[config.mk]
export PLATFORM = sky130hd
export DESIGN_NAME = hmac_front_flat
export DESIGN_NICKNAME = d
export VERILOG_FILES = /design/src/hdl/hmac_pkg.sv /design/src/hdl/hmac_ifs.sv /design/src/hdl/hmac_front.sv /design/src/flat_wrapper.sv
export SDC_FILE = /design/constraint.sdc
export NUM_CORES = 1
export LEC_CHECK = 0
export ABC_AREA = 1
export BUFFER_PORTS_ARGS = -buffer_cell sky130_fd_sc_hd__buf_2
export CAP_MARGIN = 20
export CORE_ASPECT_RATIO = 1.5
export CORE_UTILIZATION = 50
export DETAILED_ROUTE_END_ITERATION = 8
export GPL_ROUTABILITY_DRIVEN = 0
export PLACE_DENSITY = 0.82
export SETUP_SLACK_MARGIN = 0.15
export SLEW_MARGIN = 20
export SYNTH_ARGS = -nofsm -noshare
export SYNTH_HDL_FRONTEND = slang
export SYNTH_SLANG_ARGS = --single-unit
[constraint.sdc]
create_clock -name clk -period 2.1 [get_ports clk]
set_input_delay 0.42 -clock clk [delete_from_list [all_inputs] [get_ports clk]]
set_output_delay 0.42 -clock clk [all_outputs]
set_load 0.05 [all_outputs]
[src/hdl/hmac_pkg.sv]
`timescale 1ns / 1ps

package hmac_pkg;

  localparam int KEY_WORDS = 8;
  localparam int CFG_INDEX_W = 4;
  localparam int QUEUE_DEPTH = 4;
  localparam int QUEUE_PTR_W = 2;
  localparam int LEN_W = 61;

  localparam logic [7:0] IPAD_BYTE = 8'd54;
  localparam logic [7:0] OPAD_BYTE = 8'd92;
  // Outer message is 64 key bytes plus the 32-byte inner digest: 96 bytes.
  localparam logic [31:0] OUTER_LEN_BITS = 32'd768;
  localparam logic [LEN_W-1:0] BLOCK_BYTES = LEN_W'(64);

  typedef logic [KEY_WORDS-1:0][63:0] key_t;
  typedef logic [7:0][31:0] chain_t;

  typedef struct packed {
    logic [7:0] data_byte;
    logic       has_byte;
    logic       is_last;
  } item_t;

  localparam chain_t INIT_H = {
    32'h5be0cd19, 32'h1f83d9ab, 32'h9b05688c, 32'h510e527f,
    32'ha54ff53a, 32'h3c6ef372, 32'hbb67ae85, 32'h6a09e667
  };

  localparam logic [31:0] ROUND_K [64] = '{
    32'h428a2f98, 32'h71374491, 32'hb5c0fbcf, 32'he9b5dba5,
    32'h3956c25b, 32'h59f111f1, 32'h923f82a4, 32'hab1c5ed5,
    32'hd807aa98, 32'h12835b01, 32'h243185be, 32'h550c7dc3,
    32'h72be5d74, 32'h80deb1fe, 32'h9bdc06a7, 32'hc19bf174,
    32'he49b69c1, 32'hefbe4786, 32'h0fc19dc6, 32'h240ca1cc,
    32'h2de92c6f, 32'h4a7484aa, 32'h5cb0a9dc, 32'h76f988da,
    32'h983e5152, 32'ha831c66d, 32'hb00327c8, 32'hbf597fc7,
    32'hc6e00bf3, 32'hd5a79147, 32'h06ca6351, 32'h14292967,
    32'h27b70a85, 32'h2e1b2138, 32'h4d2c6dfc, 32'h53380d13,
    32'h650a7354, 32'h766a0abb, 32'h81c2c92e, 32'h92722c85,
    32'ha2bfe8a1, 32'ha81a664b, 32'hc24b8b70, 32'hc76c51a3,
    32'hd192e819, 32'hd6990624, 32'hf40e3585, 32'h106aa070,
    32'h19a4c116, 32'h1e376c08, 32'h2748774c, 32'h34b0bcb5,
    32'h391c0cb3, 32'h4ed8aa4a, 32'h5b9cca4f, 32'h682e6ff3,
    32'h748f82ee, 32'h78a5636f, 32'h84c87814, 32'h8cc70208,
    32'h90befffa, 32'ha4506ceb, 32'hbef9a3f7, 32'hc67178f2
  };

  // One 32-bit word of the key block XORed with a pad byte.
  function automatic logic [31:0] key_pad_word(key_t key, logic [3:0] idx, logic [7:0] pad);
    logic [63:0] kw;
    kw = key[idx[3:1]];
    return (idx[0] ? kw[31:0] : kw[63:32]) ^ {4{pad}};
  endfunction

endpackage

[src/hdl/hmac_ifs.sv]
`timescale 1ns / 1ps

interface hmac_item_if;
  logic       valid;
  logic       ready;
  logic [7:0] data_byte;
  logic       has_byte;
  logic       is_last;
  modport source (output valid, data_byte, has_byte, is_last, input ready);
  modport sink (input valid, data_byte, has_byte, is_last, output ready);
endinterface


[src/hdl/hmac_front.sv]
`timescale 1ns / 1ps

module hmac_front (
  input  logic                 clk,
  input  logic                 rst,
  hmac_item_if.sink            item,
  output logic                 q_valid,
  output hmac_pkg::item_t      q_item,
  input  logic                 q_pop
);

  hmac_pkg::item_t                  queue [hmac_pkg::QUEUE_DEPTH];
  logic [hmac_pkg::QUEUE_PTR_W-1:0] wr_ptr;
  logic [hmac_pkg::QUEUE_PTR_W-1:0] rd_ptr;
  logic [hmac_pkg::QUEUE_PTR_W:0]   count;
  logic                             push;
  logic                             pop;

  assign item.ready = (count != (hmac_pkg::QUEUE_PTR_W+1)'(hmac_pkg::QUEUE_DEPTH));
  assign push = item.valid && item.ready;
  assign q_valid = (count != '0);
  assign pop = q_pop && q_valid;
  assign q_item = queue[rd_ptr];

  always_ff @(posedge clk) begin
    if (push) begin
      queue[wr_ptr] <= '{data_byte: item.data_byte, has_byte: item.has_byte,
                         is_last: item.is_last};
    end
    if (rst) begin
      wr_ptr <= '0;
      rd_ptr <= '0;
      count  <= '0;
    end else begin
      if (push) wr_ptr <= wr_ptr + 1'b1;
      if (pop) rd_ptr <= rd_ptr + 1'b1;
      count <= count + {{hmac_pkg::QUEUE_PTR_W{1'b0}}, push}
                     - {{hmac_pkg::QUEUE_PTR_W{1'b0}}, pop};
    end
  end

endmodule

[src/flat_wrapper.sv]
// flat-port wrapper written by rule: the top's interface ports become plain ports
module hmac_front_flat 
  (clk, rst, q_valid, q_item, q_pop, item_valid, item_data_byte, item_has_byte, item_is_last, item_ready);
  hmac_item_if item_i ();
  input  logic clk;
  input  logic rst;
  output logic q_valid;
  output hmac_pkg::item_t q_item;
  input  logic q_pop;
  input wire logic [$bits(item_i.valid)-1:0] item_valid;
  input wire logic [$bits(item_i.data_byte)-1:0] item_data_byte;
  input wire logic [$bits(item_i.has_byte)-1:0] item_has_byte;
  input wire logic [$bits(item_i.is_last)-1:0] item_is_last;
  output wire logic [$bits(item_i.ready)-1:0] item_ready;
  assign item_i.valid = item_valid;
  assign item_i.data_byte = item_data_byte;
  assign item_i.has_byte = item_has_byte;
  assign item_i.is_last = item_is_last;
  assign item_ready = item_i.ready;
  hmac_front u_core (.clk(clk), .rst(rst), .item(item_i), .q_valid(q_valid), .q_item(q_item), .q_pop(q_pop));
endmodule
Word-level counts from Yosys, hierarchy flattened
Memory sizes are Yosys's and may differ from the RTL's. A register that Yosys moved wholly into a read port is not among the register bits.
Cells that the tools add are included.
Cells by class
  reduce and logical (&&, ||, !) cells: 3
  multipliers: 0
  mux-type cells: 4
  equality and inequality tests: 1
  magnitude comparators: 0
  $add $sub $neg: 4
  bitwise gates (word level): 0
  shift-type cells: 0
  divide/modulo/power cells: 0
Operators by type and width (count)
  adder 2 x 1 -> 2 bit (second input constant): 2
  2-to-1 mux 2 bit: 2
  adder 3 x 1 -> 3 bit: 1
  inequality test 3 bit (second input constant): 1
  nonzero test 3 bit: 1
  subtractor 3 x 1 -> 3 bit: 1
  logical AND 1 bit: 2
  2-to-1 mux 1 bit: 2
Word-level totals
  bits in latches: 0
  ROM bits: 0
  RAM bits: 40
  bits in registers: 7
  input bits: 14
  output and inout bits: 12
  memories: 1
Memories
  u_core.queue: depth 4, width 10, rd ports 1, clocked after Yosys merged registers in 1, write ports 1, line hmac_front.sv:12  | hmac_pkg::item_t queue [hmac_pkg::QUEUE_DEPTH];

Depth between registers and ports, before layout
Gate-level depths: netlist of the first run.
  depth in word-level cells: 4
  mapped depth: 10

Least setup slack after synthesis of the first run
OpenSTA, ideal clock, no wires.
  path type: reg2reg
  from: register u_core.count[1] in the netlist's numbering
  to: register u_core.count[2] in the netlist's numbering
  data required time: 1985 ps
  setup time: 115 ps
  clock period less this slack: 1783 ps
  slack: 317 ps
  cell stages (with the launch flop): 10
  arrival: 1668 ps
  path buffers: 0
  cell sequence: dfxtp_1 > nor2_4 > nand2_2 > nand2_1 > inv_1 > ha_1 > inv_1 > fa_1 > a21oi_1 > nor2_1
On the way
  longest elaborated chain between the ends: 4
  elaborated cells on any way between the ends: 6
RTL lines
  start, declared: line hmac_front.sv:15  | logic [hmac_pkg::QUEUE_PTR_W:0] count;
  start signal, assigned: line hmac_front.sv:37  | count <= count + {{hmac_pkg::QUEUE_PTR_W{1'b0}}, push}
  inequality test 3 bit: line hmac_front.sv:19  | assign item.ready = (count != (hmac_pkg::QUEUE_PTR_W+1)'(hmac_pkg::QUEUE_DEPTH));
  net item_ready: line flat_wrapper.sv:14  | output wire logic [$bits(item_i.ready)-1:0] item_ready;
  logical AND 1 bit: line hmac_front.sv:20  | assign push = item.valid && item.ready;
  net u_core.push: line hmac_front.sv:16  | logic push;
  adder 3 x 1 -> 3 bit: line hmac_front.sv:37
  subtractor 3 x 1 -> 3 bit: line hmac_front.sv:38  | - {{hmac_pkg::QUEUE_PTR_W{1'b0}}, pop};
The timed path passes the listed nets, and every way through them passes these cells.
A chain may end at the register's enable or synchronous reset.

==> results of run 1 <==
==> through the flow <==
step                power (W)    util
floorplan            0.002106       -
global placement     0.002323  0.5801
detailed placement   0.002357  0.5801
CTS                  0.002963  0.6155
global route         0.003123  0.6189
finish               0.002964  0.6189
==> path summary, 6_finish.rpt <==
path                                          to  slack, ns  depth (start not counted)
worst max register to register   u_core.count[2]       0.35                         10
worst max-delay path                   q_item[6]       0.22                          4
worst min register to register  u_core.rd_ptr[0]       0.52                          2
worst min-delay path             u_core.count[1]       0.30                          2
==> power groups by stage <==
stage,Clock (W),Combinational (W),Sequential [W]
2_1_floorplan,0,0.000838,0.00127
3_3_place_gp,0,0.00104,0.00128
3_5_place_dp,0,0.00107,0.00129
4_1_cts,0.000557,0.00112,0.00129
5_1_grt,0.000595,0.00123,0.00130
6_report,0.000544,0.00113,0.00129
==> worst max-delay path: cells and delay by family (launching register included) <==
| family | cells | cell delay [ns] |
|---|---|---|
| DFF | 1 | 0.42 |
| AOI/OAI and AO/OA | 2 | 0.26 |
| buffers and inverters | 2 | 0.48 |
==> timing repair <==
action / CTS / global route
cloned: 2 / 0
endpoints found under the setup margin: 10 / 11
buffers inserted: 1 / 0
resized for setup: 10 / 7
pin swaps: 0 / 0
==> layout make-up <==
| class | instances | share of cell area |
|---|---|---|
| well taps | 43 | 0.02339 |
| repair inverters | 2 | 0.006529 |
| repair buffers | 31 | 0.08324 |
| multi-input cells | 92 | 0.2149 |
| inverters | 17 | 0.02938 |
| flip-flops and latches | 49 | 0.6034 |
| clock buffers | 8 | 0.03917 |
==> placed cells by master (no fill, tap or decap), drive strengths merged, types with 3 or more instances in the layout <==
cell type  instances
edfxtp            40
nor2              33
buf               28
o21ai             20
inv               16
nand2             11
clkbuf            11
o22ai             10
dfxtp              9
ha                 6
a21oi              5
nand3              4
clkinvlp           3
==> routing by layer <==
layer / global-route usage / vias up
li1: - / 632
met1: 0.1745 / 595
met2: 0.3367 / 40
met3: 0.05556 / 8
met4: 0.1053 / 0
met5: 0 / -
==> kinds of logic after synthesis <==
group | Yosys count
adder cells (fa/ha/maj) | 7
buffers and inverters | 22
flip-flops | 49
AND/OR/NAND/NOR | 49
AO/OA/AOI/OAI | 36
==> registers in the layout (all words and copies together) (netlist names), named ones only <==
register / count
u_core.queue: 40
u_core.count: 3
u_core.rd_ptr: 2
u_core.wr_ptr: 2
==> results.sh, run 1 <==
export IMPL_status="finished, final reports clean"
export IMPL_yosys_area_share_simple=0.1038
export IMPL_hold_viol_final=0
export IMPL_fp_dieW_um=53.18
export IMPL_critPathLaunchType="flop"
export IMPL_fillCellCount=308
export IMPL_clock_latency_ns=0.30
export IMPL_synth_ff_type="edfxtp_1"
export IMPL_hold_path_class="in2reg"
export IMPL_htree_levels=2
export IMPL_min_period_ns=1.877
export IMPL_dp_hpwl_um=2177
export IMPL_hp_start="rst"
export IMPL_dp_cells=231
export IMPL_grt_pass1_vias=1234
export IMPL_synth_avg_cell_area_um2=12.05
export IMPL_cap_violations=0
export IMPL_yosysSeqAreaShare=0.7032
export IMPL_highest_layer="met4"
export IMPL_skew_ns=0.005630
export IMPL_synthXorXnorAreaFrac=0
export IMPL_drive_gt1_frac=0.2362
export IMPL_fin_ws_ns=0.2225
export IMPL_worstMarginPinSlew_ns=0.2533
export IMPL_io_pins=26
export IMPL_path_cells="buf_6 -> o21ai_0 -> o22ai_1 -> buf_2"
export IMPL_switching_power_w=0.001165
export IMPL_gr_total_overflow=0
export IMPL_worst_path_largest_cell_delay_ns=0.42
export IMPL_post_synth_top_area_fraction=0.6115
export IMPL_synthCells=163
export IMPL_vias=1275
export IMPL_clock_path_buffers=2
export IMPL_slowest_stage="dfxtp_4"
export IMPL_dieArea_mm2=0.004188
export IMPL_cts_tree="done"
export IMPL_syn_num_nets=184
export IMPL_irDropWorstVdd_uv=883.4
export IMPL_p_leak_nw=0.8895
export IMPL_synth_adder_area_share=0.04841
export IMPL_p_per_area_mw_per_mm2=1289
export IMPL_via_per_inst=5.269
export IMPL_drv_slew=0
export IMPL_fin_tns_setup_ns=0
export IMPL_timing_final_crit_share=0.8940
export IMPL_design_area_mm2=0.002300
export IMPL_cts_hold_buf=0
export IMPL_start_util=0.5286
export IMPL_synth_async_sr_flop_share=0
export IMPL_p_comb_frac=0.380
export IMPL_relSlewSlack=0.8323
export IMPL_rows=27
export IMPL_synth_top_family_by_area="simple AND/OR/NAND/NOR gates"
export IMPL_dr_pass1_iters=4
export IMPL_grt_pass1_wl_um=5347
export IMPL_ys_types=17
export IMPL_yosysWarningCount=0
export IMPL_holdWs_ns=0.3028
export IMPL_crit_required_ns=1.68
export IMPL_r2r_start="u_core.count[1]"
export IMPL_grt_usage=0.1857
export IMPL_layoutNonFillerInstCount=242
export IMPL_worstSetupPathType="reg2out"
export IMPL_yosysMostFrequentCell="edfxtp_1"
export IMPL_drtIter0Drc=34
export IMPL_clockPowerShare=0.184
export IMPL_yosys_top_cells_area="edfxtp_1, dfxtp_1, nor2_1"
export IMPL_port_buffers=25
export IMPL_seqPwrFrac=0.436
export IMPL_met2_length_um=1910
export IMPL_m1WireLength_um=1303
export IMPL_swShare=0.3930
export IMPL_grt_start_max_net_pins=21
export IMPL_post_place_ws_ns=0.2387
export IMPL_antenna_left=0
export IMPL_synth_largest_area_cell="edfxtp_1"
export IMPL_cellInternalPower_w=0.001799
export IMPL_multi_input_area_um2=494.2
export IMPL_synth_area_mm2=0.001964
export IMPL_rsz0062_at_grt="false"
export IMPL_fmax_ghz=0.5326
export IMPL_synth_compound_area_share=0.09936
export IMPL_ys_seq_elements=49
export IMPL_diodes=0
export IMPL_route_met3_wl_um=194
export IMPL_antenna_found_initial=0
export IMPL_finalSetupViolCount=0
export IMPL_cts_buffers=5
export IMPL_core_mm2=0.003716
export IMPL_die_y_um=78.77
export IMPL_synth_edf_count=40
export IMPL_synth_common_cells="edfxtp_1, nor2_1, o21ai_0"
export IMPL_synthMuxAreaShare=0
export IMPL_clock_sinks=49
export IMPL_cts_root_buf="clkbuf_8"
export IMPL_crit_path_end_kind="output pin"
export IMPL_seq_area_mm2=0.001388
export IMPL_place_area_mm2=0.002156
export IMPL_syn_to_final_growth_pct=17.07
export IMPL_worstPathMaxFanout=20
export IMPL_post_route_drc_count=0
export IMPL_wire_per_inst_um=14.38
export IMPL_wl_um=3479
export IMPL_nNetsFinal=219
export IMPL_worstPathArrival_ns=1.46
export IMPL_cts_clk_slew_worst_paths_ns=0.08
(Power assumes the default switching activity.)
==> run 2, diff against run 1 <==
- REMOVE_ABC_BUFFERS: default -> 1
==> run 2 against run 1 <==
Compared with the run above: clock skew is 0.0032 ns higher; non-clock buffer count is 1 higher; critical path depth stayed put; fmax is 1.3% higher; worst hold slack better by 0.0065 ns; sequential power hardly changed; clock power is 8.1% lower; first-iteration DRC count is 76% higher; clock-buffer cell count is 2 lower; die area stayed put; critical path type unchanged; highest routed layer unchanged.
==> results.sh, run 2 (same netlist as run 1, synthesis figures left out) <==
export IMPL_grt_pass1_vias=1254
export IMPL_crit_required_ns=1.68
export IMPL_worstSetupPathType="reg2out"
export IMPL_worstPathMaxFanout=20
export IMPL_largest_reg_flops=40
export IMPL_hold_viol_final=0
export IMPL_rows=27
export IMPL_diodes=0
export IMPL_p_leak_nw=0.8939
export IMPL_gr_total_overflow=0
export IMPL_r2r_end="u_core.count[2]"
export IMPL_status="finished, final reports clean"
export IMPL_wl_um=3388
export IMPL_cts_clk_slew_worst_paths_ns=0.07
export IMPL_worstMarginPinSlew_ns=0.2488
export IMPL_antenna_found_initial=0
export IMPL_die_y_um=78.77
export IMPL_cts_tree="done"
export IMPL_hp_start="rst"
export IMPL_fp_dieW_um=53.18
export IMPL_hold_path_class="in2reg"
export IMPL_via_per_inst=5.300
export IMPL_cap_violations=0
export IMPL_cts_buffers=5
export IMPL_swShare=0.3958
export IMPL_relSlewSlack=0.8353
export IMPL_worstPathArrival_ns=1.43
export IMPL_clock_latency_ns=0.29
export IMPL_critPathLaunchType="flop"
export IMPL_io_pins=26
export IMPL_regMostFlops="u_core.queue"
export IMPL_seqPwrFrac=0.439
export IMPL_r2r_start="u_core.count[2]"
export IMPL_dp_hpwl_um=2175
export IMPL_final_common_cell="edfxtp_1"
export IMPL_critPathCapture="q_item[7]"
export IMPL_finalSetupViolCount=0
export IMPL_start_util=0.5286
export IMPL_p_per_area_mw_per_mm2=1274
export IMPL_top_regs="u_core.queue: 40 flops, u_core.count: 3 flops"
export IMPL_drtIter0Drc=60
export IMPL_post_route_drc_count=0
export IMPL_most_common_layout_cells="edfxtp_1, nor2_1, o21ai_0"
export IMPL_dieArea_mm2=0.004188
export IMPL_drv_slew=0
export IMPL_p_total_w=0.002933
export IMPL_nNetsFinal=220
export IMPL_skew_ns=0.008797
export IMPL_fmax_ghz=0.5396
export IMPL_core_mm2=0.003716
export IMPL_irDropWorstVdd_uv=782.6
export IMPL_cellInternalPower_w=0.001772
export IMPL_crit_path_end_kind="output pin"
export IMPL_clock_sinks=49
export IMPL_clockPowerShare=0.171
export IMPL_port_buffers=25
export IMPL_switching_power_w=0.001161
export IMPL_cts_hold_buf=0
export IMPL_dr_pass1_iters=4
export IMPL_reg2reg_slack_ns=0.30
export IMPL_clock_path_buffers=2
export IMPL_vias=1288
export IMPL_grt_pass1_wl_um=5478
export IMPL_min_period_ns=1.853
export IMPL_rsz0062_at_grt="true"
export IMPL_p_comb_frac=0.390
export IMPL_drive_gt1_frac=0.2450
export IMPL_rr_worst_depth=9
export IMPL_grt_start_max_net_pins=21
export IMPL_antenna_left=0
export IMPL_syn_to_final_growth_pct=17.20
export IMPL_timing_final_crit_share=0.8825
export IMPL_fin_tns_setup_ns=0
export IMPL_htree_levels=2
export IMPL_wire_per_inst_um=13.94
export IMPL_grt_usage=0.1875
export IMPL_cts_root_buf="clkbuf_8"
[run 2: per-stage QoR]
step / utilization / std cells / area, µm² / setup WS, ns / hold WS (ns)
4_1_cts: 0.6162 / 243 / 2290 / 0.1757 / 0.3093
3_5_place_dp: 0.5801 / 231 / 2156 / 0.2178 / 0.4809
6_report: 0.6195 / 243 / 2302 / 0.2467 / 0.3093
3_3_place_gp: 0.5801 / 231 / 2156 / 0.2826 / 0.4808
2_1_floorplan: - / 158 / 1939 / 0.01775 / 0.4481
5_1_grt: 0.6195 / 243 / 2302 / 0.1458 / 0.3074
[run 2: worst min path at each step]
| stage | to | cells past startpoint |
|---|---|---|
| after CTS | u_core.count[1] | 2 |
| after global routing | u_core.count[1] | 2 |
| after global placement | u_core.rd_ptr[0] | 2 |
| final | u_core.count[1] | 2 |
| after floorplan | flop | 2 |
| after detailed placement | u_core.rd_ptr[0] | 2 |
[run 2: critical path, cell delays in order, from the launching register on]
cell	delay [ns]
dfxtp_4	0.41
buf_6	0.20
o21ai_0	0.11
o22ai_1	0.19
buf_4	0.23
[run 2: per-layer routing]
layer / part of all wire / routed length (µm) / GRT usage
met1: 0.38 / 1299 / 0.1898
met2: 0.55 / 1870 / 0.3405
met3: 0.048 / 161 / 0.05172
met4: 0.017 / 57 / 0.08421
met5: 0 / 0 / 0
[run 2: repair_timing]
action                     in CTS  in global routing
resized for setup              11                  7
buffers inserted                2                  0
gates cloned                    2                  0
setup endpoints to repair      10                 11
[run 2: layout make-up]
cell class | instances | area (µm²)
clock buffer | 6 | 72.57
clock inverter | 2 | 10.01
timing repair buffer | 32 | 201.4
sequential | 49 | 1388
timing repair inverter | 2 | 15.01
multi-input combinational | 92 | 494.2
inverter | 17 | 67.56
tap | 43 | 53.80
fill | 297 | 1414
[run 2: power by group through the flow]
stage / clock (W) / combinational (W) / sequential, W
after floorplan: 0 / 0.000794 / 0.00129
after global placement: 0 / 0.00104 / 0.00128
after detailed placement: 0 / 0.00107 / 0.00129
after CTS: 0.000513 / 0.00114 / 0.00128
after global routing: 0.000553 / 0.00125 / 0.00130
final: 0.000500 / 0.00114 / 0.00129
