<file path="src/hdl/hmac_pkg.sv">
`timescale 1ns / 1ps

package hmac_pkg;

  localparam int KEY_WORDS = 8;
  localparam int CFG_INDEX_W = 4;
  localparam int QUEUE_DEPTH = 4;
  localparam int QUEUE_PTR_W = 2;
  localparam int LEN_W = 61;

  localparam logic [7:0] IPAD_BYTE = 8'd54;
  localparam logic [7:0] OPAD_BYTE = 8'd92;
  // Outer message is 64 key bytes plus the 32-byte inner digest: 96 bytes.
  localparam logic [31:0] OUTER_LEN_BITS = 32'd768;
  localparam logic [LEN_W-1:0] BLOCK_BYTES = LEN_W'(64);

  typedef logic [KEY_WORDS-1:0][63:0] key_t;
  typedef logic [7:0][31:0] chain_t;

  typedef struct packed {
    logic [7:0] data_byte;
    logic       has_byte;
    logic       is_last;
  } item_t;

  localparam chain_t INIT_H = {
    32'h5be0cd19, 32'h1f83d9ab, 32'h9b05688c, 32'h510e527f,
    32'ha54ff53a, 32'h3c6ef372, 32'hbb67ae85, 32'h6a09e667
  };

  localparam logic [31:0] ROUND_K [64] = '{
    32'h428a2f98, 32'h71374491, 32'hb5c0fbcf, 32'he9b5dba5,
    32'h3956c25b, 32'h59f111f1, 32'h923f82a4, 32'hab1c5ed5,
    32'hd807aa98, 32'h12835b01, 32'h243185be, 32'h550c7dc3,
    32'h72be5d74, 32'h80deb1fe, 32'h9bdc06a7, 32'hc19bf174,
    32'he49b69c1, 32'hefbe4786, 32'h0fc19dc6, 32'h240ca1cc,
    32'h2de92c6f, 32'h4a7484aa, 32'h5cb0a9dc, 32'h76f988da,
    32'h983e5152, 32'ha831c66d, 32'hb00327c8, 32'hbf597fc7,
    32'hc6e00bf3, 32'hd5a79147, 32'h06ca6351, 32'h14292967,
    32'h27b70a85, 32'h2e1b2138, 32'h4d2c6dfc, 32'h53380d13,
    32'h650a7354, 32'h766a0abb, 32'h81c2c92e, 32'h92722c85,
    32'ha2bfe8a1, 32'ha81a664b, 32'hc24b8b70, 32'hc76c51a3,
    32'hd192e819, 32'hd6990624, 32'hf40e3585, 32'h106aa070,
    32'h19a4c116, 32'h1e376c08, 32'h2748774c, 32'h34b0bcb5,
    32'h391c0cb3, 32'h4ed8aa4a, 32'h5b9cca4f, 32'h682e6ff3,
    32'h748f82ee, 32'h78a5636f, 32'h84c87814, 32'h8cc70208,
    32'h90befffa, 32'ha4506ceb, 32'hbef9a3f7, 32'hc67178f2
  };

  // One 32-bit word of the key block XORed with a pad byte.
  function automatic logic [31:0] key_pad_word(key_t key, logic [3:0] idx, logic [7:0] pad);
    logic [63:0] kw;
    kw = key[idx[3:1]];
    return (idx[0] ? kw[31:0] : kw[63:32]) ^ {4{pad}};
  endfunction

endpackage

</file>
<file path="src/hdl/hmac_ifs.sv">


interface hmac_digest_if;
  logic        valid;
  logic        ready;
  logic [63:0] digest_0;
  logic [63:0] digest_1;
  logic [63:0] digest_2;
  logic [63:0] digest_3;
  modport source (output valid, digest_0, digest_1, digest_2, digest_3, input ready);
  modport sink (input valid, digest_0, digest_1, digest_2, digest_3, output ready);
endinterface


</file>
<file path="src/hdl/hmac_core.sv">
`timescale 1ns / 1ps

module hmac_core (
  input  logic            clk,
  input  logic            rst,
  input  hmac_pkg::key_t  key,
  input  logic            q_valid,
  input  hmac_pkg::item_t q_item,
  output logic            q_pop,
  hmac_digest_if.source   digest
);

  localparam logic [3:0] S_POP   = 4'd0;
  localparam logic [3:0] S_BYTE  = 4'd1;
  localparam logic [3:0] S_LAST  = 4'd2;
  localparam logic [3:0] S_ZERO  = 4'd3;
  localparam logic [3:0] S_LEN   = 4'd4;
  localparam logic [3:0] S_OUTK  = 4'd5;
  localparam logic [3:0] S_OUTD  = 4'd6;
  localparam logic [3:0] S_DONE  = 4'd7;
  localparam logic [3:0] S_CINIT = 4'd8;
  localparam logic [3:0] S_COMP  = 4'd9;
  localparam logic [3:0] S_CFIN  = 4'd10;

  logic [3:0]                   state;
  logic [3:0]                   ret;
  logic [5:0]                   rnd;
  logic [5:0]                   fill;
  logic [hmac_pkg::LEN_W-1:0]   len;
  logic [hmac_pkg::LEN_W-1:0]   len_pad;
  logic                         msg_open;
  hmac_pkg::item_t              cur;
  hmac_pkg::chain_t             hv;
  hmac_pkg::chain_t             dig;
  logic [31:0]                  v [8];
  logic [31:0]                  w [16];
  logic                         out_valid;
  logic [255:0]                 out_data;
  logic [4:0]                   lane_sh;

  logic [31:0] s1_e, ch, s0_a, maj, t1, t2, ws0, ws1, w_new;

  always_comb begin
    s1_e  = {v[4][5:0], v[4][31:6]} ^ {v[4][10:0], v[4][31:11]} ^ {v[4][24:0], v[4][31:25]};
    ch    = (v[4] & v[5]) ^ (~v[4] & v[6]);
    s0_a  = {v[0][1:0], v[0][31:2]} ^ {v[0][12:0], v[0][31:13]} ^ {v[0][21:0], v[0][31:22]};
    maj   = (v[0] & v[1]) ^ (v[0] & v[2]) ^ (v[1] & v[2]);
    t1    = v[7] + s1_e + ch + hmac_pkg::ROUND_K[rnd] + w[0];
    t2    = s0_a + maj;
    ws0   = {w[1][6:0], w[1][31:7]} ^ {w[1][17:0], w[1][31:18]} ^ (w[1] >> 3);
    ws1   = {w[14][16:0], w[14][31:17]} ^ {w[14][18:0], w[14][31:19]} ^ (w[14] >> 10);
    w_new = w[0] + ws0 + w[9] + ws1;
  end

  assign len_pad = len + hmac_pkg::BLOCK_BYTES;
  assign lane_sh = {~fill[1:0], 3'b000};
  assign q_pop   = (state == S_POP) && q_valid;

  assign digest.valid    = out_valid;
  assign digest.digest_0 = out_data[255:192];
  assign digest.digest_1 = out_data[191:128];
  assign digest.digest_2 = out_data[127:64];
  assign digest.digest_3 = out_data[63:0];

  function automatic logic [31:0] pad_word(logic [31:0] x, logic [1:0] lane);
    case (lane)
      2'd0:    return 32'h8000_0000;
      2'd1:    return {x[31:24], 24'h80_0000};
      2'd2:    return {x[31:16], 16'h8000};
      default: return {x[31:8], 8'h80};
    endcase
  endfunction

  always_ff @(posedge clk) begin
    if (rst) begin
      state     <= S_POP;
      ret       <= S_POP;
      rnd       <= '0;
      fill      <= '0;
      len       <= '0;
      msg_open  <= 1'b0;
      out_valid <= 1'b0;
    end else begin
      if (digest.ready && (state != S_DONE)) out_valid <= 1'b0;
      case (state)
        S_POP: begin
          if (q_valid) begin
            cur <= q_item;
            if (!msg_open) begin
              // New message: chain starts from the key XOR ipad block.
              for (int j = 0; j < 16; j++) begin
                w[j] <= hmac_pkg::key_pad_word(key, 4'(j), hmac_pkg::IPAD_BYTE);
              end
              hv       <= hmac_pkg::INIT_H;
              fill     <= '0;
              len      <= '0;
              msg_open <= 1'b1;
              ret      <= S_BYTE;
              state    <= S_CINIT;
            end else begin
              state <= S_BYTE;
            end
          end
        end
        S_BYTE: begin
          state <= S_LAST;
          if (cur.has_byte) begin
            w[fill[5:2]][lane_sh +: 8] <= cur.data_byte;
            fill <= fill + 1'b1;
            len  <= len + 1'b1;
            if (fill == 6'd63) begin
              ret   <= S_LAST;
              state <= S_CINIT;
            end
          end
        end
        S_LAST: begin
          if (!cur.is_last) begin
            state <= S_POP;
          end else begin
            for (int j = 0; j < 16; j++) begin
              if (4'(j) > fill[5:2]) begin
                w[j] <= '0;
              end else if (4'(j) == fill[5:2]) begin
                w[j] <= pad_word(w[j], fill[1:0]);
              end
            end
            if (fill[5:3] == 3'b111) begin
              ret   <= S_ZERO;
              state <= S_CINIT;
            end else begin
              state <= S_LEN;
            end
          end
        end
        S_ZERO: begin
          for (int j = 0; j < 16; j++) w[j] <= '0;
          state <= S_LEN;
        end
        S_LEN: begin
          w[14] <= len_pad[hmac_pkg::LEN_W-1:29];
          w[15] <= {len_pad[28:0], 3'b000};
          ret   <= S_OUTK;
          state <= S_CINIT;
        end
        S_OUTK: begin
          dig <= hv;
          hv  <= hmac_pkg::INIT_H;
          for (int j = 0; j < 16; j++) begin
            w[j] <= hmac_pkg::key_pad_word(key, 4'(j), hmac_pkg::OPAD_BYTE);
          end
          ret   <= S_OUTD;
          state <= S_CINIT;
        end
        S_OUTD: begin
          for (int j = 0; j < 8; j++) w[j] <= dig[j];
          w[8] <= 32'h8000_0000;
          for (int j = 9; j < 15; j++) w[j] <= '0;
          w[15] <= hmac_pkg::OUTER_LEN_BITS;
          ret   <= S_DONE;
          state <= S_CINIT;
        end
        S_DONE: begin
          if (!out_valid || digest.ready) begin
            out_valid <= 1'b1;
            out_data  <= {hv[0], hv[1], hv[2], hv[3], hv[4], hv[5], hv[6], hv[7]};
            msg_open  <= 1'b0;
            fill      <= '0;
            len       <= '0;
            state     <= S_POP;
          end
        end
        S_CINIT: begin
          for (int j = 0; j < 8; j++) v[j] <= hv[j];
          rnd   <= '0;
          state <= S_COMP;
        end
        S_COMP: begin
          v[7] <= v[6];
          v[6] <= v[5];
          v[5] <= v[4];
          v[4] <= v[3] + t1;
          v[3] <= v[2];
          v[2] <= v[1];
          v[1] <= v[0];
          v[0] <= t1 + t2;
          for (int j = 0; j < 15; j++) w[j] <= w[j+1];
          w[15] <= w_new;
          rnd   <= rnd + 1'b1;
          if (rnd == 6'd63) state <= S_CFIN;
        end
        S_CFIN: begin
          for (int j = 0; j < 8; j++) hv[j] <= hv[j] + v[j];
          state <= ret;
        end
        default: state <= S_POP;
      endcase
    end
  end

endmodule

</file>
<file path="src/flat_wrapper.sv">
// flat-port wrapper written by rule: the top's interface ports become plain ports
module hmac_core_flat 
  (clk, rst, key, q_valid, q_item, q_pop, digest_valid, digest_digest_0, digest_digest_1, digest_digest_2, digest_digest_3, digest_ready);
  hmac_digest_if digest_i ();
  input  logic clk;
  input  logic rst;
  input  hmac_pkg::key_t key;
  input  logic q_valid;
  input  hmac_pkg::item_t q_item;
  output logic q_pop;
  output wire logic [$bits(digest_i.valid)-1:0] digest_valid;
  output wire logic [$bits(digest_i.digest_0)-1:0] digest_digest_0;
  output wire logic [$bits(digest_i.digest_1)-1:0] digest_digest_1;
  output wire logic [$bits(digest_i.digest_2)-1:0] digest_digest_2;
  output wire logic [$bits(digest_i.digest_3)-1:0] digest_digest_3;
  input wire logic [$bits(digest_i.ready)-1:0] digest_ready;
  assign digest_valid = digest_i.valid;
  assign digest_digest_0 = digest_i.digest_0;
  assign digest_digest_1 = digest_i.digest_1;
  assign digest_digest_2 = digest_i.digest_2;
  assign digest_digest_3 = digest_i.digest_3;
  assign digest_i.ready = digest_ready;
  hmac_core u_core (.clk(clk), .rst(rst), .key(key), .q_valid(q_valid), .q_item(q_item), .q_pop(q_pop), .digest(digest_i));
endmodule
</file>
<file path="config.mk">
export PLATFORM = sky130hd
export DESIGN_NAME = hmac_core_flat
export DESIGN_NICKNAME = d
export VERILOG_FILES = /design/src/hdl/hmac_pkg.sv /design/src/hdl/hmac_ifs.sv /design/src/hdl/hmac_core.sv /design/src/flat_wrapper.sv
export SDC_FILE = /design/constraint.sdc
export NUM_CORES = 2
export LEC_CHECK = 0
export BUFFER_PORTS_ARGS = -buffer_cell sky130_fd_sc_hd__buf_4
export CAP_MARGIN = 40
export CORE_ASPECT_RATIO = 0.9
export CORE_MARGIN = 2
export CORE_UTILIZATION = 45
export CTS_CLUSTER_DIAMETER = 150
export DETAILED_ROUTE_END_ITERATION = 12
export RECOVER_POWER = 100
export SETUP_SLACK_MARGIN = 0.05
export SLEW_MARGIN = 10
export SYNTH_ARGS = -nofsm -noshare
export SYNTH_HDL_FRONTEND = slang
export SYNTH_SLANG_ARGS = --single-unit
</file>
<file path="constraint.sdc">
create_clock -name clk -period 20.5 [get_ports clk]
set_input_delay 1.025 -clock clk [delete_from_list [all_inputs] [get_ports clk]]
set_output_delay 1.025 -clock clk [all_outputs]
set_load 0.01 [all_outputs]
</file>
After elaboration in Yosys (flattened, before gate mapping)
Memories as Yosys holds them, arrays and structs flattened. Index checks and enable logic that the tools add are counted. Widths: inputs -> output; s select.

$add $sub $neg: 23. Magnitude comparators: 17. Eq/ne operators: 39. Shift operators: 2. Multiplexer cells: 446. Bitwise operators: 158. Reduce and logical (&&, ||, !) cells: 22.

Operators by type and width (number): $mux 32 (191); $pmux 32 s3 (16); $pmux 256 s3 (1); $add 32x32->32 (18); $mux 256 (2); $not 16->16 (32); $xor 32x32->32 (9); $mux 61 (4); $mux 1 (207); $pmux 61 s3 (1); $and 32x32->32 (5); $or 1x1->1 (106); $add 61x1->61 const B (1); $add 61x7->61 const B (1); $mux 4 (15); $pmux 4 s9 (1); $eq 4x4->1 const A (8); $gt 4x4->1 const A (8); $not 32->32 (1); $reduce_or 32->1 (1); $shift 8x7->32 const A (1); $shiftx 8x7->32 (1); $xor 32x22->32 (1); $xor 32x29->32 (1); other kinds (42) (75).

Register bits after elaboration: 861. RAM bits: 768. Memory bits (read-only): 2048. Bits of input ports: 526. Output and inout port bits: 258. Word-level logic and storage cells: 737. Memories kept: 3.

Memories: (no name shown) (depth 64, width 32, rd ports 1, clocked after memory_dff 0, wr ports 0, line hmac_core.sv:48) `t1 = v[7] + s1_e + ch + hmac_pkg::ROUND_K[rnd] + w[0];`; u_core.w (depth 16, width 32, rd ports 16, clocked after memory_dff 0, wr ports 16, line hmac_core.sv:36) `logic [31:0] w [16];`; u_core.v (depth 8, width 32, rd ports 8, clocked after memory_dff 0, wr ports 8, line hmac_core.sv:35) `logic [31:0] v [8];`.

Longest topological paths before layout
Word-level depth: 13. Gate-level depth with buffers: 41. Depth with buffers taken out: 38.

Worst setup path before layout
Ideal clock, no wire load.

Kind: input to register. Start point: input rst. End point: register u_core.hv[0] in the netlist's numbering, enable pin. Library setup time: 0.957 ns. Data arrival time: 14.122 ns. Path slack: 5.421 ns. Cell stages on the path: 5. Path through: clkbuf_1 -> clkbuf_1 -> clkbuf_1 -> clkbuf_1 -> a21oi_1.

Word-level cells in the longest chain between the ends: 2.

Ends and longest elaborated chain: start: declaration (line flat_wrapper.sv:6) `input logic rst;`; $not 1->1 (no line); $reduce_and 4->1 (no line); end signal: assignment (line hmac_core.sv:94) `hv <= hmac_pkg::INIT_H;`; end signal: assignment (line hmac_core.sv:148) `hv <= hmac_pkg::INIT_H;`; end: declaration (line hmac_core.sv:33) `hmac_pkg::chain_t hv;`.

No other way between the ends. A chain may end at the register's enable or synchronous reset.

==> results.md <==
* Period utilisation layout at a little over two thirds
* Vias per cell at roughly 6.6
* Top Ports at roughly 800
* Area occupied by multi-input gates at ~47000 sq um
* Post-synth top cells: 1546 x edfxtp_1, 1423 x nand2_1, 814 x nor2_1
* Post-synthesis simple-gate area fraction at between 10% and 20%
* Clock skew at between 0.05 and 0.06 ns
* Post-route DRC at 0
* First-pass GRT wire length at 686500 microns
* TritonCTS clock tree: built
* DIE HEIGHT at around 450 microns
* Worst R2R Path Depth at 10
* Met3 Use GR at 12.47%
* Unique cell type count in the Yosys netlist at 102
* Ys flop type: edfxtp_1
* Critical Path Fanout Max at roughly 140
* WP data arrival at ~15 ns
* Max-cap viol count at 61
* Wire length per cell at 38.25 microns
* Mux contribution to synthesized area at less than 1%
* CTS clk-pin slew, worst paths at ~0.060 ns
* Worst hold path class: in -> reg
* Critical Path RT at 21.17 ns
* CP Cell Sequence: nand2_1 -> nor2_1 -> nand2_1 -> clkinvlp_2 -> clkbuf_1 -> clkbuf_1 -> a22oi_1 -> o211ai_1 -> o211ai_1 -> o21ai_0
* Setup TNS at 0 ns
* IO Port Bufs at 783
* Syn nets at roughly 11k
* Routability congestion estimate at roughly 1.1
* Max-slew headroom at -480.9%
* Min-Delay Startpoint: q_item[0]
* Mapped Area at 98760 sq um
* Adder-cell area share of the yosys netlist at under 10%
* Max incr delay on CP at between 6 and 7 ns
* Vias in the first global route at 81.93k
* WS Path Type: reg -> reg
* Routed vias at approximately 90k
* GR Layer Usage met1 at between 50% and 60%
* Nets at around 12k
* Async S/R FF share, synth at 0%
* H-Tree Depth at 4
* Fill cells at 20.12k
* GRT overflow at 0
* Warning count from the yosys run at 0
* Die Wd at about 500 microns
* Clk root buf: clkbuf_16
* Crit Reg-Reg Endpoint: u_core.w[4][1]
* Peak supply drop at 0.0003246 V
* EDFF count, synth at 1546
* Die area at between 200000 and 250000 sq um
* Register Area at between 40000 and 50000 sq um
* Top cells by area, synth: edfxtp_1 47%, nand2_1 5.4%, ha_1 5.1%
* CTS resizes at 0
* Initial core utilization at between 40% and 50%
* Detail Route Antenna Nets at 0
* Hold_buf cts at 0
* CTS Buffer Depth at 3
* Setup violators final at 0
* Pleak at just over 40 nW
* Reg2reg start: u_core.state[2]
* XOR/XNOR Fraction of Synth Area at about 5.7%
* Core box area at 218600 sq um
* Final Max Tran Viols at between 2k and 3k
* Sink of the worst hold path: u_core.cur[0]
* Slowest CP cell: clkbuf_1
* Most common cell in the synthesized netlist: edfxtp_1
* Number of post-CTS setup repair buffers at 0
* Clk sinks at approximately 1.6k
* Routed WL at between 500000 and 600000 microns
* FMAX at around 0.070 GHz
* RSZ-0062 raised after global routing: false
* Worst Tran Pin Value at between 8 and 9 ns
* Placed cell count at ~13k
* Power density over cell area at 198.8 nW/um^2
* CP Buf/Inv Count at 3
* Yosys top cell by area: edfxtp_1
* Failing checks: capacitance limit, slew limit
* Antenna violations before repair at 56
* Area Growth Syn to Fin at 14.49%
* Total track usage at ~45%
* Largest net degree at the start of global routing at 137
* Dpl hpwl at about 390000 microns
* Row count at about 160
* Global route hottest layer: met2
* Post-synthesis compound-gate area fraction at between 10% and 20%
* Worst-skew pair later-pin latency at ~0.88 ns
* Post-route minimum period at 14.32 ns
* Share of cells above drive strength 1 at between 9 and 10%
* Hold depth at 1
* Status: complete, but fails checks
* Startpoint class of the critical path: flop
* Core Util, Final at 51.72%
* Synthesized instance count at ~9.8k
* Register bit total from synthesis at approximately 1.6k
* Crit end category: flop
* Sequential-to-total area share from yosys stat at about half
* R2R setup slack at 6.18 ns
* Largest family of logic cells by synthesized area: compound AO/OA/AOI/OAI gates
* CTS Buf Count at about 180
* Yosys top cell area share at about 47%
* First-pass DRT Iterations at 10
* Mapped Avg Cell Area at 10.06 sq um
* Drt first-iter violations at 15.43k
* Final hold violation count at 0
* GR Util met2 at between 60 and 70%
* Cell family with the largest share of critical-path delay: buffers and inverters
* Non-Filler Instances at roughly 13k
[where the power goes]
group / total [W] / leakage, nW / internal, W / switching (W)
combinational: 0.0143 / 24.5 / 0.00520 / 0.00906
sequential: 0.00474 / 14.1 / 0.00420 / 0.000546
clock: 0.00348 / 2.98 / 0.00197 / 0.00151
[kinds of logic (layout without fill, tap and decap cells)]
family                   Yosys count  count (layout)
AND/OR/NAND/NOR                 3030            3030
buffers and inverters           1047            1803
multiplexers                      76              76
XOR/XNOR                         638             638
adder cells (fa/ha/maj)          599             599
AO/OA/AOI/OAI                   2795            2795
other                              0              27
flip-flops                      1628            1628
[flip-flops by register name (all words and copies together) (netlist names)]
| name | flops |
|---|---|
| u_core.w | 512 |
| u_core.dig | 256 |
| u_core.hv | 256 |
| u_core.out_data | 256 |
| u_core.v | 256 |
| u_core.len | 61 |
| u_core.cur | 10 |
| u_core.fill | 6 |
| u_core.rnd | 6 |
| u_core.state | 4 |
| u_core.ret | 3 |
| u_core.digest.valid | 1 |
| u_core.msg_open | 1 |
[layer usage]
layer | vias up | wire, microns
met5 | - | 416
met4 | 32 | 42000
met3 | 1404 | 66710
met2 | 6959 | 215900
met1 | 44120 | 190800
li1 | 37120 | -
[stage by stage]
step	worst slack (ns)	area, sq um	hold slack (ns)	total power [W]
after floorplan	5.421	98760	0.4500	0.01391
after global placement	10.43	107300	0.4683	0.01852
after detailed placement	10.57	108400	0.4774	0.01863
after CTS	10.50	114600	0.3143	0.02213
after global routing	5.809	113000	0.3576	0.02361
final	6.176	113100	0.3624	0.02248
[worst max-delay path by stage]
stage                                from              end  slack, ns  cells after the start
final                     u_core.state[2]   u_core.w[4][1]       6.18                     10
after global routing      u_core.state[2]   u_core.w[4][1]       5.81                     10
after CTS                   u_core.rnd[1]  u_core.v[0][30]      10.50                     36
after detailed placement    u_core.rnd[1]  u_core.v[0][30]      10.57                     36
after global placement      u_core.rnd[1]  u_core.v[0][30]      10.43                     36
after floorplan                       rst     u_core.hv[0]       5.42                      5
[cell usage in the layout (no fill, tap or decap), types with 55 or more instances in the layout]
cell,netlist,routed
or3_1,57,57
nor3_1,106,103
a21oi_1,696,695
nand2b_1,76,76
nand3_1,210,209
a222oi_1,65,65
clkbuf_1,489,392
a211oi_1,147,147
a22oi_1,148,148
o21ai_0,703,708
nor2_1,814,812
dfxtp_1,82,80
a221oi_1,187,187
nand2_1,1423,1417
o211ai_1,233,233
nand4_1,57,57
clkbuf_16,0,183
ha_1,400,400
xnor2_1,370,370
buf_4,3,609
xor2_1,266,266
a21o_1,215,215
a31oi_1,54,55
edfxtp_1,1546,1546
inv_1,449,448
fa_1,195,195
[worst register-to-register path: stages (launching register included)]
cell and delay [ns]:
dfxtp_1 0.81, nand2_1 0.21, nor2_1 0.18, nand2_1 0.76, clkinvlp_2 2.00, clkbuf_1 6.20, clkbuf_1 2.75, a22oi_1 0.34
o211ai_1 0.54, o211ai_1 0.21, o21ai_0 0.14
[layout make-up]
cell class                 count  share of cell area (%)
sequential                  1628                   42.51
tap                         2887                   3.195
clock inverter               122                   1.280
clock buffer                 212                   4.176
inverter                     451                   1.498
multi-input combinational   7138                   41.37
antenna                       27                 0.05975
timing repair buffer        1018                   5.909
Note: power is estimated with default switching activity, not from simulation.
